## src/rtl/core/rpd_pkg.sv

```systemverilog
`timescale 1ns / 1ps
// ----------------------------------------------------------------------------
// rpd_pkg
// Shared types and constants for the repeating pattern detector.
// ----------------------------------------------------------------------------
package rpd_pkg;

    localparam int MAX_PATTERN_DEF = 16;
    localparam int ID_BITS_DEF     = 16;

    localparam int SYMBOL_W = 16;
    localparam int COUNT_W  = 8;
    localparam int LENGTH_W = 5;

    localparam logic [COUNT_W-1:0] COUNT_MAX = 8'd255;

    typedef enum logic [1:0] {
        MODE_GATHER = 2'd0,
        MODE_SYNC   = 2'd1,
        MODE_CHECK  = 2'd2
    } mode_t;

    typedef struct packed {
        logic [COUNT_W-1:0]  repeat_count;
        logic [LENGTH_W-1:0] pattern_length;
        mode_t               mode;
        logic                overflow;
    } rpd_result_t;

endpackage

```

## src/rtl/core/rpd_if.sv

```systemverilog
`timescale 1ns / 1ps
// ----------------------------------------------------------------------------
// rpd_if
// Valid/ready channels of the detector: symbol input, result output and
// anchor write port.
// ----------------------------------------------------------------------------
interface rpd_sym_if;
    logic                         valid;
    logic                         ready;
    logic [rpd_pkg::SYMBOL_W-1:0] symbol_id;

    modport source (output valid, output symbol_id, input ready);
    modport sink   (input valid, input symbol_id, output ready);
endinterface

interface rpd_res_if;
    logic                         valid;
    logic                         ready;
    logic [rpd_pkg::COUNT_W-1:0]  repeat_count;
    logic [rpd_pkg::LENGTH_W-1:0] pattern_length;
    rpd_pkg::mode_t               mode;
    logic                         overflow;

    modport source (output valid, output repeat_count, output pattern_length,
                    output mode, output overflow, input ready);
    modport sink   (input valid, input repeat_count, input pattern_length,
                    input mode, input overflow, output ready);
endinterface

interface rpd_cfg_if;
    logic                         valid;
    logic                         ready;
    logic [rpd_pkg::SYMBOL_W-1:0] data;

    modport source (output valid, output data, input ready);
    modport sink   (input valid, input data, output ready);
endinterface

```

## src/rtl/core/repeating_pattern_detector.sv

```systemverilog
`timescale 1ns / 1ps
// ----------------------------------------------------------------------------
// repeating_pattern_detector
// Tracks back-to-back repetitions of an anchor-led pattern in a symbol
// stream and reports count, length, mode and overflow for every symbol.
// ----------------------------------------------------------------------------
// The result of an accepted symbol beat is registered in the output buffer.
// Throughput: one symbol per cycle while skid is free, set by updating mode,
//   position and length with the pattern entry prefetched from the store.
// A two-entry output buffer keeps input open while one result waits.
// Reset: mode gathering, length 1, count 1, anchor 0; the store needs no
//   clearing pass, so symbols are taken right after reset.
module repeating_pattern_detector #(
    parameter int MAX_PATTERN = rpd_pkg::MAX_PATTERN_DEF,
    parameter int ID_BITS     = rpd_pkg::ID_BITS_DEF
) (
    input  logic      clk,
    input  logic      rst_n,
    rpd_sym_if.sink   sym,
    rpd_res_if.source res,
    rpd_cfg_if.sink   cfg
);

    logic                 buf_ready;
    logic                 fire;
    rpd_pkg::rpd_result_t core_result;

    // Anchor writes are always taken
    assign cfg.ready = 1'b1;
    assign sym.ready = buf_ready;
    assign fire      = sym.valid && buf_ready;

    rpd_core #(
        .MAX_PATTERN (MAX_PATTERN),
        .ID_BITS     (ID_BITS)
    ) u_core (
        .clk       (clk),
        .rst_n     (rst_n),
        .cfg_we    (cfg.valid),
        .cfg_data  (cfg.data),
        .fire      (fire),
        .symbol_id (sym.symbol_id),
        .result    (core_result)
    );

    rpd_outbuf u_outbuf (
        .clk        (clk),
        .rst_n      (rst_n),
        .push       (fire),
        .push_data  (core_result),
        .push_ready (buf_ready),
        .res        (res)
    );

endmodule

```

## src/rtl/core/rpd_core.sv

```systemverilog
`timescale 1ns / 1ps
// ----------------------------------------------------------------------------
// rpd_core
// Mode sequencer, pattern store and compare datapath. Updates the state for
// one symbol per cycle while fire is high and produces that beat's result.
// ----------------------------------------------------------------------------
module rpd_core #(
    parameter int MAX_PATTERN = rpd_pkg::MAX_PATTERN_DEF,
    parameter int ID_BITS     = rpd_pkg::ID_BITS_DEF
) (
    input  logic                         clk,
    input  logic                         rst_n,
    input  logic                         cfg_we,
    input  logic [rpd_pkg::SYMBOL_W-1:0] cfg_data,
    input  logic                         fire,
    input  logic [rpd_pkg::SYMBOL_W-1:0] symbol_id,
    output rpd_pkg::rpd_result_t         result
);

    localparam int LEN_W = $clog2(MAX_PATTERN + 1);
    localparam int IDX_W = $clog2(MAX_PATTERN);
    localparam int CMP_W = (ID_BITS < rpd_pkg::SYMBOL_W) ? ID_BITS : rpd_pkg::SYMBOL_W;
    localparam logic [LEN_W-1:0] LEN_MAX = LEN_W'(MAX_PATTERN);
    localparam logic [LEN_W-1:0] LEN_ONE = LEN_W'(1);

    rpd_pkg::mode_t              mode_reg, mode_next;
    logic [LEN_W-1:0]            len_reg, len_next;
    logic [IDX_W-1:0]            pos_reg, pos_next;
    logic [rpd_pkg::COUNT_W-1:0] repeat_reg, repeat_next;
    logic [CMP_W-1:0]            anchor_reg;
    logic [CMP_W-1:0]            exp_reg;
    logic [CMP_W-1:0]            store [MAX_PATTERN];

    logic [CMP_W-1:0] sym_c;
    logic [CMP_W-1:0] expected;
    logic [IDX_W-1:0] pos_eff;
    logic [LEN_W-1:0] pos_inc;
    logic [IDX_W-1:0] rd_addr;
    logic             is_anchor;
    logic             match;
    logic             wrap;
    logic             store_full;
    logic             wr_en;
    logic             dropped;

    // Compare on the low identifier bits only
    assign sym_c      = symbol_id[CMP_W-1:0];
    assign is_anchor  = (sym_c == anchor_reg);
    assign store_full = (len_reg >= LEN_MAX);

    // Pick the expected entry; position zero always expects the anchor
    assign pos_eff  = (LEN_W'(pos_reg) < len_reg) ? pos_reg : '0;
    assign expected = (pos_eff == '0) ? anchor_reg : exp_reg;
    assign match    = (expected == sym_c);
    assign pos_inc  = LEN_W'(pos_eff) + LEN_ONE;
    assign wrap     = (pos_inc >= len_reg);

    // Next mode
    always_comb
    begin
        mode_next = mode_reg;
        if (fire)
        begin
            unique case (mode_reg)
                rpd_pkg::MODE_SYNC:
                begin
                    if (is_anchor)
                        mode_next = rpd_pkg::MODE_GATHER;
                end
                rpd_pkg::MODE_GATHER:
                begin
                    if (is_anchor)
                        mode_next = rpd_pkg::MODE_CHECK;
                end
                rpd_pkg::MODE_CHECK:
                begin
                    if (!match)
                        mode_next = is_anchor ? rpd_pkg::MODE_GATHER : rpd_pkg::MODE_SYNC;
                end
                default: mode_next = rpd_pkg::MODE_GATHER;
            endcase
        end
    end

    // Length, position, count and store write for this beat
    always_comb
    begin
        len_next    = len_reg;
        pos_next    = pos_reg;
        repeat_next = repeat_reg;
        wr_en       = 1'b0;
        dropped     = 1'b0;
        if (fire)
        begin
            unique case (mode_reg)
                rpd_pkg::MODE_SYNC:
                begin
                    len_next = len_reg;
                end
                rpd_pkg::MODE_GATHER:
                begin
                    if (!is_anchor)
                    begin
                        if (!store_full)
                        begin
                            wr_en    = 1'b1;
                            len_next = len_reg + LEN_ONE;
                        end
                        else
                            dropped = 1'b1;
                    end
                    else
                    begin
                        pos_next    = (len_reg == LEN_ONE) ? IDX_W'(0) : IDX_W'(1);
                        repeat_next = rpd_pkg::COUNT_W'(2);
                    end
                end
                rpd_pkg::MODE_CHECK:
                begin
                    if (match)
                    begin
                        if (wrap)
                        begin
                            pos_next = '0;
                            if (repeat_reg < rpd_pkg::COUNT_MAX)
                                repeat_next = repeat_reg + rpd_pkg::COUNT_W'(1);
                        end
                        else
                            pos_next = pos_inc[IDX_W-1:0];
                    end
                    else
                    begin
                        pos_next    = pos_eff;
                        repeat_next = '0;
                        len_next    = LEN_ONE;
                    end
                end
                default: len_next = len_reg;
            endcase
        end
    end

    // Prefetch the entry for the next compare
    assign rd_addr = fire ? pos_next : pos_reg;

    // Drive the beat's result
    always_comb
    begin
        result.repeat_count   = repeat_next;
        result.pattern_length = rpd_pkg::LENGTH_W'(len_next);
        result.mode           = mode_next;
        result.overflow       = dropped;
    end

    // Control state
    always_ff @(posedge clk or negedge rst_n)
    begin
        if (!rst_n)
        begin
            mode_reg   <= rpd_pkg::MODE_GATHER;
            len_reg    <= LEN_ONE;
            pos_reg    <= '0;
            repeat_reg <= rpd_pkg::COUNT_W'(1);
            anchor_reg <= '0;
        end
        else
        begin
            mode_reg   <= mode_next;
            len_reg    <= len_next;
            pos_reg    <= pos_next;
            repeat_reg <= repeat_next;
            if (cfg_we)
                anchor_reg <= cfg_data[CMP_W-1:0];
        end
    end

    // Pattern store: one write, one registered read
    always_ff @(posedge clk)
    begin
        if (wr_en)
            store[len_reg[IDX_W-1:0]] <= sym_c;
        exp_reg <= store[rd_addr];
    end

endmodule

```

## src/rtl/core/rpd_outbuf.sv

```systemverilog
`timescale 1ns / 1ps
// ----------------------------------------------------------------------------
// rpd_outbuf
// Two-entry output buffer: result register plus skid register, so a new
// beat is taken while a finished result waits downstream.
// ----------------------------------------------------------------------------
module rpd_outbuf (
    input  logic                 clk,
    input  logic                 rst_n,
    input  logic                 push,
    input  rpd_pkg::rpd_result_t push_data,
    output logic                 push_ready,
    rpd_res_if.source            res
);

    logic                 main_valid_reg;
    logic                 skid_valid_reg;
    rpd_pkg::rpd_result_t main_reg;
    rpd_pkg::rpd_result_t skid_reg;
    logic                 pop;

    assign push_ready = !skid_valid_reg;
    assign pop        = main_valid_reg && res.ready;

    // Present the head entry
    assign res.valid          = main_valid_reg;
    assign res.repeat_count   = main_reg.repeat_count;
    assign res.pattern_length = main_reg.pattern_length;
    assign res.mode           = main_reg.mode;
    assign res.overflow       = main_reg.overflow;

    // Advance head from skid or input; park input in skid on stall
    always_ff @(posedge clk or negedge rst_n)
    begin
        if (!rst_n)
        begin
            main_valid_reg <= 1'b0;
            skid_valid_reg <= 1'b0;
        end
        else if (pop || !main_valid_reg)
        begin
            if (skid_valid_reg)
            begin
                main_valid_reg <= 1'b1;
                skid_valid_reg <= 1'b0;
            end
            else
                main_valid_reg <= push;
        end
        else if (push)
            skid_valid_reg <= 1'b1;
    end

    // Payload moves without reset
    always_ff @(posedge clk)
    begin
        if (pop || !main_valid_reg)
        begin
            if (skid_valid_reg)
                main_reg <= skid_reg;
            else if (push)
                main_reg <= push_data;
        end
        else if (push)
            skid_reg <= push_data;
    end

endmodule

```

## src/flat_wrapper.sv

```systemverilog
// flat-port wrapper written by rule: the top's interface ports become plain ports
module repeating_pattern_detector_flat 
#(
    parameter int MAX_PATTERN = rpd_pkg::MAX_PATTERN_DEF,
    parameter int ID_BITS     = rpd_pkg::ID_BITS_DEF
)
  (clk, rst_n, sym_valid, sym_symbol_id, sym_ready, res_valid, res_repeat_count, res_pattern_length, res_mode, res_overflow, res_ready, cfg_valid, cfg_data, cfg_ready);
  rpd_sym_if sym_i ();
  rpd_res_if res_i ();
  rpd_cfg_if cfg_i ();
  input  logic clk;
  input  logic rst_n;
  input wire logic [$bits(sym_i.valid)-1:0] sym_valid;
  input wire logic [$bits(sym_i.symbol_id)-1:0] sym_symbol_id;
  output wire logic [$bits(sym_i.ready)-1:0] sym_ready;
  output wire logic [$bits(res_i.valid)-1:0] res_valid;
  output wire logic [$bits(res_i.repeat_count)-1:0] res_repeat_count;
  output wire logic [$bits(res_i.pattern_length)-1:0] res_pattern_length;
  output wire logic [$bits(res_i.mode)-1:0] res_mode;
  output wire logic [$bits(res_i.overflow)-1:0] res_overflow;
  input wire logic [$bits(res_i.ready)-1:0] res_ready;
  input wire logic [$bits(cfg_i.valid)-1:0] cfg_valid;
  input wire logic [$bits(cfg_i.data)-1:0] cfg_data;
  output wire logic [$bits(cfg_i.ready)-1:0] cfg_ready;
  assign sym_i.valid = sym_valid;
  assign sym_i.symbol_id = sym_symbol_id;
  assign sym_ready = sym_i.ready;
  assign res_valid = res_i.valid;
  assign res_repeat_count = res_i.repeat_count;
  assign res_pattern_length = res_i.pattern_length;
  assign res_mode = res_i.mode;
  assign res_overflow = res_i.overflow;
  assign res_i.ready = res_ready;
  assign cfg_i.valid = cfg_valid;
  assign cfg_i.data = cfg_data;
  assign cfg_ready = cfg_i.ready;
  repeating_pattern_detector #(.MAX_PATTERN(MAX_PATTERN), .ID_BITS(ID_BITS)) u_core (.clk(clk), .rst_n(rst_n), .sym(sym_i), .res(res_i), .cfg(cfg_i));
endmodule
```

## config.mk

```make
export PLATFORM = sky130hd
export DESIGN_NAME = repeating_pattern_detector_flat
export DESIGN_NICKNAME = d
export VERILOG_FILES = /design/src/rtl/core/rpd_pkg.sv /design/src/rtl/core/rpd_if.sv /design/src/rtl/core/repeating_pattern_detector.sv /design/src/rtl/core/rpd_core.sv /design/src/rtl/core/rpd_outbuf.sv /design/src/flat_wrapper.sv
export SDC_FILE = /design/constraint.sdc
export NUM_CORES = 1
export LEC_CHECK = 0
export BUFFER_PORTS_ARGS = -buffer_cell sky130_fd_sc_hd__buf_2
export CAP_MARGIN = 10
export CELL_PAD_IN_SITES_DETAIL_PLACEMENT = 0
export CELL_PAD_IN_SITES_GLOBAL_PLACEMENT = 1
export CORE_ASPECT_RATIO = 0.7
export CORE_MARGIN = 5
export CORE_UTILIZATION = 40
export DETAILED_ROUTE_END_ITERATION = 16
export GPL_ROUTABILITY_DRIVEN = 0
export PLACE_DENSITY_LB_ADDON = 0.08
export SLEW_MARGIN = 20
export SYNTH_ARGS = -nofsm -noshare
export SYNTH_HDL_FRONTEND = slang
export SYNTH_SLANG_ARGS = --single-unit
```

## constraint.sdc

```tcl
create_clock -name clk -period 7.4 [get_ports clk]
set_input_delay 0.74 -clock clk [delete_from_list [all_inputs] [get_ports clk]]
set_output_delay 0.74 -clock clk [all_outputs]
set_load 0.03 [all_outputs]
```

==> summary.txt, run 1 <==
Setup path
  • Flop2flop setup slack: between 1.5 and 2 ns
  • R2R Path Start: u_core.u_core.len_reg[2]
  • CP arrival: 5.98 ns
  • CP Launch Type: register
  • Buf+Inv Stages, Crit Path: 4
  • Worst-path fanout max: 48
  • CP Class: register to register
  • Most used cell, CP: ha_1
  • Slowest library cell on the worst path: a21oi_1
  • WP data required: 7.77 ns
  • Crit. Startpoint: u_core.u_core.len_reg[2]
  • CP max stage delay: 0.61 ns
  • Worst path cell trace: inv_1, ha_1, a21o_1, a31oi_2, o21a_1, nand2_1, inv_1, ha_1, ha_1, a211oi_1, o21bai_1, a21oi_1, and3_1, a22oi_4, inv_4, buf_4, mux2i_1, mux2i_1, a32oi_1, o211ai_1
  • Crit-path leading delay family: compound AO/OA/AOI/OAI gates
  • Crit path capture type: register

Cells and area
  • Fill count: between 3,000 and 4,000
  • Max reg flops: between 200 and 300
  • Antenna Cells: 0
  • Fin nets: between 1,000 and 1,500
  • Area grow syn2layout: 14.5%
  • Layout cell share with drive strength beyond 1: 0.178

Synth
  • Syn_nets: 1,083
  • Area leader, netlist: edfxtp_1
  • Post-synthesis average cell area: 13.7 um2
  • Post-Syn Area: 14,100 um2
  • Register area share after synthesis: 0.702
  • Yosys warns: 0
  • Post-synth top area share: 0.614
  • Synth cell types: 56
  • Ys flop type: edfxtp_1
  • Register bit total from synthesis: around 340
  • Syn Inst Count: ~1,000
  • Async SR Flop Fraction: 0.109
  • Post-synth EDFFs: 288
  • Largest cells by area after synthesis: edfxtp_1, dfrtp_1, nand2_1

Placed design
  • # port buffers: between 50 and 60
  • DP HPWL: between 20,000 and 25,000 um

Power and ir drop
  • Worst VDD drop: 135 uV
  • Cell area power density: 259 nW/um2
  • Leakage power: 5.58 nW

Timing
  • Clock Skew: 0.0206 ns
  • Final hold viol count: 0
  • Slew Viols, Final: 0
  • Final hold slack: 0.158 ns
  • Worst slew pin tran: 1.02 ns
  • Final period util: 0.757
  • Worst slew margin: 0.321
  • Fmax achieved: roughly 0.18 GHz
  • RSZ-0062 raised after global routing: false
  • Setup TNS: 0 ns
  • Setup-failing EPs final: 0
  • Post-layout min period: around 5.6 ns

Floorplanning
  • Die area: about 39,000 um2
  • Num rows: 57
  • Width of the die: about 230 um
  • I/O Pins: between 50 and 60
  • Die Y: 167 um
  • Initial core utilization: 0.406
  • Placeable Area: 34,700 um2

Global route
  • Largest net degree at the start of global routing: 81
  • First-pass GRT wire length: ~55,000 um
  • GRT Total Usage: 0.190
  • GRT busiest layer: met1
  • M1 GR Usage: 0.308
  • Vias in the first global route: 8,376
  • Gr ovfl total: 0
  • Antenna violations before repair: 0
  • Met2 global-route usage: 0.269
  • Met3 GRT Util: 0.0301

Drt
  • Total Wirelength: about 37,000 um
  • Avg WL per Cell: 23.2 um
  • Via density: 5.30
  • Antenna viol nets, final: 0
  • DRT Pass-1 Iters: 5
  • Drc violations: 0
  • Via count: 8,448
  • Number of DRC markers in iteration 0: 760

Flow run
  • Max Cap Viol: 0

Worst hold path
  • Hold WC Path Type: input pin to async pin

CTS
  • CTS root buffer: clkbuf_16
  • Worst-Skew Late Latency: 0.53 ns
  • CTS buffer count: 36
  • Clk sinks: 341
  • CTS tree: built
  • Post-CTS Setup Bufs: 0
  • H-tree Lvls: 2
  • CTS max path bufs: 3
  • Post_cts resized: 0
  • Hold buffers post-CTS: 0
  • Clock slew at the register clock pins of the worst setup and hold paths: 0.06 ns

Status
  • Status: finished clean
-- cells by family (layout without fill, tap and decap cells) --
logic type      after synthesis  in the layout  synth area share
xor+xnor                     32             32            0.0199
buf+inv                      64            154            0.0200
mux                          98             98            0.0739
fa+ha+maj                    15             15            0.0133
simple gates                366            366             0.115
compound gates              114            114            0.0558
flops                       341            341             0.702
other cells                   1              1          0.000266
-- report_power, final --
| part | internal (mW) | switching [mW] |
|---|---|---|
| Clock | 1.02 | 0.741 |
| Sequential | 2.14 | 0.0273 |
| Combinational | 0.0755 | 0.165 |
-- synthesized netlist by cell type, types with 2 or more instances --
cell	count
a211oi_1	2
a21o_1	5
a21oi_1	13
a221o_1	2
a22o_1	2
a22oi_1	2
a31oi_1	5
a32oi_1	16
and2_1	2
and3_1	3
buf_1	4
buf_2	12
buf_6	3
clkbuf_1	30
dfrtp_1	35
dfstp_2	2
dfxtp_1	16
edfxtp_1	288
ha_1	15
inv_1	12
inv_2	2
mux2_2	48
mux2i_1	50
nand2_1	184
nand2b_1	4
nand3_1	108
nand4_1	11
nor2_1	34
nor2_2	2
nor2b_1	2
nor3_1	7
nor4_1	3
o211ai_1	15
o21a_1	3
o21ai_0	33
o21ai_1	2
o31ai_1	5
xnor2_1	27
xor2_1	5
-- layout by cell type (no fill, tap or decap), drive strengths merged, types with 35 or more instances in the layout --
cell / n
edfxtp: 288
nand2: 184
nand3: 108
buf: 75
mux2i: 50
clkbuf: 49
mux2: 48
nor2: 36
dfrtp: 35
o21ai: 35
-- layout make-up --
cell class,count,area [um2],share of cell area
clock inverter,16,136,0.00845
clock buffer,49,1000,0.0621
timing repair buffer,75,453,0.0281
tap,472,591,0.0366
multi-input combinational,626,4000,0.248
sequential,341,9900,0.613
inverter,14,55.1,0.00341
-- layer usage --
layer  wire (um)  up-vias
met1       18800     4237
met2       15600      205
met5           0        -
li1            -     3966
met4         584        0
met3        1910       40
-- final timing paths --
| kind | end | depth (start not counted) |
|---|---|---|
| worst max-delay path | u_core.u_core.exp_reg[13] | 20 |
| worst min-delay path | u_core.u_core.anchor_reg[2] | 1 |
| worst max register to register | u_core.u_core.exp_reg[13] | 20 |
| worst min register to register | u_core.u_core.anchor_reg[0] | 1 |
| max in group asynchronous | u_core.u_core.repeat_reg[0] | 2 |
| min in group clk | u_core.u_core.anchor_reg[2] | 2 |
-- per-stage QoR --
step	power [mW]	worst slack, ns	utilization	instance area (um2)	instances
4_1_cts	4.22	1.82	0.464	16100	1592
3_5_place_dp	2.45	1.82	0.431	15000	1527
3_3_place_gp	2.45	1.94	0.431	15000	1527
6_report	4.17	1.79	0.465	16100	1593
5_1_grt	4.34	1.29	0.465	16100	1593
2_1_floorplan	2.35	3.11	-	14100	1031
No activity file was read; power rests on OpenSTA's default activity.
==> inputs of run 2 (changes only) <==
clock period = 5.4 ns   (was 7.4 ns; I/O delays follow)
==> run 2 against run 1 <==
Against the previous run: global-route usage hardly changed; clock-buffer cell count increased by 7; wire length is 0.22% higher; clock power up 32%; critical endpoint is now u_core.u_core.exp_reg[1].
==> summary.txt, run 2 (same netlist as run 1, synthesis figures left out) <==
Status
  • Status: finished clean

Power and ir drop
  • Cell area power density: roughly 350 nW/um2
  • Worst VDD drop: 185 uV
  • Design Power: between 5 and 6 mW
  • Leakage power: between 5 and 6 nW

Floorplanning
  • Num rows: 57
  • Placeable Area: around 35,000 um2
  • Initial core utilization: 0.406
  • Die area: 39,100 um2
  • Width of the die: 234 um
  • Die Y: 167 um
  • I/O Pins: 56

Drt
  • Via density: 5.29
  • Via count: 8,504
  • Avg WL per Cell: 23.0 um
  • DRT Pass-1 Iters: 4
  • Number of DRC markers in iteration 0: 634
  • Drc violations: 0
  • Total Wirelength: 37,000 um
  • Antenna viol nets, final: 0

Cells and area
  • Max reg flops: 256
  • Non-filler instance count after layout: 1,609
  • Area grow syn2layout: 15.0%
  • Antenna Cells: 0
  • Fin nets: 1,163
  • Final core occ: 0.467
  • Layout cell share with drive strength beyond 1: 0.187
  • Fill count: 3,152
  • Commonest cells after routing, fill and taps aside: edfxtp_1, nand2_1, nand3_1, buf_2, mux2i_1
  • Commonest non-fill, non-tap cell in the layout: edfxtp_1

Setup path
  • Crit path capture type: register
  • Most used cell, CP: ha_1
  • Worst path cell trace: inv_1, ha_1, a21o_1, a31oi_2, o21a_1, nand2_1, inv_1, ha_1, xor2_1, ha_1, o21ai_0, o21bai_1, a21oi_1, buf_4, and3_1, a22oi_4, inv_4, buf_4, mux2_2, o21ai_0, o211ai_1
  • Worst-path fanout max: 25
  • CP Class: register to register
  • FF-to-FF path depth: 21
  • Slowest library cell on the worst path: dfrtp_1
  • Flop2flop setup slack: 0.58 ns
  • WP data required: approximately 5.8 ns
  • CP Launch Type: register
  • Worst R2R End: u_core.u_core.exp_reg[1]
  • R2R Path Start: u_core.u_core.len_reg[2]
  • CP max stage delay: 0.37 ns
  • CP arrival: 5.21 ns

Global route
  • Vias in the first global route: 8,372
  • Gr ovfl total: 0
  • First-pass GRT wire length: between 50,000 and 60,000 um
  • Antenna violations before repair: 0
  • GRT Total Usage: 0.190
  • Largest net degree at the start of global routing: 81

Placed design
  • Dpl cells: 1,545
  • DP HPWL: 22,000 um
  • # port buffers: 54

Timing
  • Clock Skew: about 0.013 ns
  • Final hold viol count: 0
  • Setup TNS: 0 ns
  • Fmax achieved: 0.208 GHz
  • Worst slew margin: 0.367
  • Setup-failing EPs final: 0
  • Slew Viols, Final: 0
  • Worst slew pin tran: 0.948 ns
  • Final period util: 0.892
  • Post-layout min period: 4.82 ns
  • RSZ-0062 raised after global routing: false

CTS
  • Clock slew at the register clock pins of the worst setup and hold paths: 0.06 ns
  • CTS buffer count: 36
  • Post-CTS Setup Bufs: 0
  • CTS root buffer: clkbuf_16
  • Worst-Skew Late Latency: 0.52 ns
  • CTS tree: built
  • Post_cts resized: 0
  • CTS max path bufs: 3
  • Hold buffers post-CTS: 0
  • Clk sinks: 341
  • H-tree Lvls: 2

Flow run
  • Max Cap Viol: 0

Worst hold path
  • Hold WC Path Type: input pin to async pin
[run 2: cell types whose count changed in the layout (fill, tap and decap cells not counted), sizes merged]
cell / before / now
buf: 75 / 92
clkinv: 13 / 6
bufinv: 2 / 1
clkbuf: 49 / 56
[run 2: metal layers]
layer	global-route usage	part of all wire	up-vias
met1	0.308	0.52	4305
met3	0.0317	0.044	45
met5	0	0	-
li1	-	-	3991
met2	0.268	0.42	163
met4	0.0375	0.016	0
[run 2: report_power, final]
group	total [mW]	switching (mW)	internal (mW)
Clock	2.33	0.990	1.34
Combinational	0.337	0.230	0.107
Sequential	2.97	0.0325	2.94
[run 2: cell type report]
class	instances	area [um2]	area share
Multi-Input combinational cell	626	3980	0.246
Tap cell	472	591	0.0364
Clock inverter	8	68.8	0.00425
Timing Repair Buffer	92	593	0.0366
Clock buffer	56	1020	0.0628
Inverter	14	55.1	0.00340
Sequential cell	341	9900	0.611
[run 2: how the worst max path moves through the flow]
| stage | from | to | slack [ns] |
|---|---|---|---|
| 6_report | u_core.u_core.len_reg[2] | u_core.u_core.exp_reg[1] | 0.58 |
| 5_1_grt | u_core.u_core.len_reg[2] | u_core.u_core.exp_reg[11] | 0.16 |
| 4_1_cts | u_core.u_core.len_reg[2] | u_core.u_core.exp_reg[1] | 0.51 |
| 3_5_place_dp | u_core.u_core.len_reg[2] | u_core.u_core.exp_reg[9] | 0.55 |
| 3_3_place_gp | u_core.u_core.len_reg[2] | u_core.u_core.exp_reg[1] | 0.62 |
| 2_1_floorplan | u_core.u_core.len_reg[2] | u_core.u_core.exp_reg[12] | 1.11 |
[run 2: stage by stage]
step	worst slack [ns]	hold slack, ns	cell area, um2
3_3_place_gp	0.619	0.511	15100
3_5_place_dp	0.552	0.521	15100
2_1_floorplan	1.11	0.244	14100
6_report	0.581	0.150	16200
4_1_cts	0.513	0.191	16200
5_1_grt	0.157	0.229	16200
[run 2: worst max-delay path, delay by kind of cell (launching register included)]
family | cells | cell delay, ns
compound gates | 9 | 1.54
buf+inv | 5 | 1.08
fa+ha+maj | 3 | 0.74
flops | 1 | 0.37
mux | 1 | 0.36
simple gates | 2 | 0.35
xor+xnor | 1 | 0.24
==> inputs of run 3 (changes only) <==
==> constraint.sdc (replaced) <==
create_clock -name clk -period 5.4 [get_ports clk]
set_input_delay 0.54 -clock clk [delete_from_list [all_inputs] [get_ports clk]]
set_output_delay 0.54 -clock clk [all_outputs]
set_load 0.05 [all_outputs]
==> run 3 against run 2 <==
Against the previous run: combinational power rose by 6.8%; sequential share of layout area fell by 0.29 points; clock-buffer cell count fell by 3; setup slack got worse by 0.025 ns; via count rose by 0.15%; flip-flop and latch count did not move; highest routed layer unchanged; final cell count did not move; wire length rose by 0.78%; clock skew fell by 0.0016 ns; non-clock buffer count rose by 1.
==> summary.txt, run 3 (same netlist as run 1, synthesis figures left out) <==
CTS
  • CTS root buffer: clkbuf_16
  • H-tree Lvls: 2
  • CTS max path bufs: 3
  • Worst-Skew Late Latency: approximately 0.52 ns
  • CTS tree: built
  • Post-CTS Setup Bufs: 0
  • CTS buffer count: 35
  • Clk sinks: 341
  • Clock slew at the register clock pins of the worst setup and hold paths: 0.06 ns

Timing
  • Post-layout min period: 4.84 ns
  • Final period util: 0.897
  • Slew Viols, Final: 0
  • Worst slew margin: 0.324
  • Clock Skew: approximately 0.012 ns
  • Setup TNS: 0 ns
  • Final worst-path setup slack: 0.557 ns
  • Final hold viol count: 0
  • Fmax achieved: around 0.21 GHz
  • Setup-failing EPs final: 0
  • Worst slew pin tran: 1.01 ns
  • RSZ-0062 raised after global routing: false

Cells and area
  • Commonest cells after routing, fill and taps aside: edfxtp_1, nand2_1, nand3_1, buf_2, mux2i_1
  • Final core occ: 0.469
  • Area grow syn2layout: 15.5%
  • Fin nets: 1,163
  • Antenna Cells: 0
  • Commonest non-fill, non-tap cell in the layout: edfxtp_1
  • Non-filler instance count after layout: 1,609
  • Max reg flops: 256
  • Layout cell share with drive strength beyond 1: 0.191

Drt
  • Drc violations: 0
  • Antenna viol nets, final: 0
  • Via count: ~8,500
  • Total Wirelength: around 37,000 um
  • DRT Pass-1 Iters: 5
  • Via density: 5.29
  • Number of DRC markers in iteration 0: 763
  • Avg WL per Cell: around 23 um

Power and ir drop
  • Cell area power density: ~360 nW/um2
  • Worst VDD drop: a little under 200 uV
  • Leakage power: 5.68 nW

Global route
  • Vias in the first global route: 8,491
  • GRT Total Usage: 0.191
  • Largest net degree at the start of global routing: 81
  • Gr ovfl total: 0
  • Antenna violations before repair: 0
  • First-pass GRT wire length: 55,800 um

Setup path
  • WP data required: 5.77 ns
  • Worst R2R End: u_core.u_core.exp_reg[4]
  • CP arrival: 5.22 ns
  • Flop2flop setup slack: 0.56 ns
  • CP Launch Type: register
  • Worst-path fanout max: 25
  • Crit path capture type: register
  • CP Class: register to register
  • FF-to-FF path depth: 21
  • Crit. Startpoint: u_core.u_core.len_reg[2]
  • R2R Path Start: u_core.u_core.len_reg[2]

Status
  • Status: finished clean

Placed design
  • Dpl ws: between 0.5 and 0.6 ns
  • # port buffers: 54
  • DP HPWL: 22,100 um
  • Dpl cells: 1,546

Floorplanning
  • Placeable Area: around 35,000 um2
  • Width of the die: ~230 um
  • Die Y: 167 um
  • Initial core utilization: 0.406
  • I/O Pins: 56
  • Num rows: 57
  • Die area: 39,100 um2

Flow run
  • Max Cap Viol: 0

Worst hold path
  • Hold WC Path Type: input pin to async pin
## run 3: changes by cell type in the layout (fill, tap and decap cells not counted)
cell,change
buf_4,+1
clkinv_1,+2
clkbuf_8,+3
bufinv_16,+2
clkinv_4,-1
clkbuf_1,-6
clkinvlp_4,-1
## run 3: report_power, final
part	leakage [nW]	internal (mW)	switching, mW
registers	3.17	2.94	0.0324
logic	1.95	0.108	0.252
clock network	0.565	1.47	0.997
total	5.68	4.51	1.28
## run 3: cell type report
| type | count | area (um2) |
|---|---|---|
| fillers | 3133 | 18400 |
| clock buffers | 53 | 1040 |
| inverters | 14 | 55.1 |
| multi-input cells | 626 | 3980 |
| flip-flops and latches | 341 | 9900 |
| repair buffers | 93 | 601 |
| well taps | 472 | 591 |
| clock inverters | 10 | 120 |
## run 3: worst max-delay path by stage
stage and to:
2_1_floorplan u_core.u_core.exp_reg[12], 3_3_place_gp u_core.u_core.exp_reg[1], 3_5_place_dp u_core.u_core.exp_reg[9], 4_1_cts u_core.u_core.exp_reg[4], 5_1_grt u_core.u_core.exp_reg[1], 6_report u_core.u_core.exp_reg[4]
## run 3: what timing repair did
item / 4_1_cts / 5_1_grt
hold buffers: 0 / 0
setup endpoints to repair: 0 / 2
gates resized for setup: 0 / 1
## run 3: stage by stage
stage | hold WS, ns | cell area, um2 | power (mW)
after floorplan | 0.244 | 14100 | 3.24
after global placement | 0.513 | 15100 | 3.38
after detailed placement | 0.515 | 15100 | 3.39
after CTS | 0.180 | 16300 | 5.86
after global routing | 0.229 | 16300 | 6.01
final | 0.158 | 16300 | 5.79
## run 3: metal layers
layer,up-vias,wire length (um),global-route usage
met5,-,0,0
met4,0,724,0.0441
met3,45,2140,0.0296
met2,248,15500,0.269
met1,4233,18800,0.310
li1,3991,-,-
## run 3: worst max-delay path, cell delays in order, from the launching register on
cell	delay (ns)
dfrtp_1	0.38
inv_1	0.15
ha_1	0.28
a21o_1	0.18
a31oi_2	0.26
o21a_1	0.26
nand2_1	0.15
inv_1	0.14
ha_1	0.18
xor2_1	0.24
ha_1	0.28
o21ai_0	0.16
o21bai_1	0.09
a21oi_1	0.15
buf_4	0.19
and3_1	0.21
a22oi_4	0.08
inv_4	0.30
buf_4	0.30
mux2_2	0.35
o21ai_0	0.25
o211ai_1	0.11
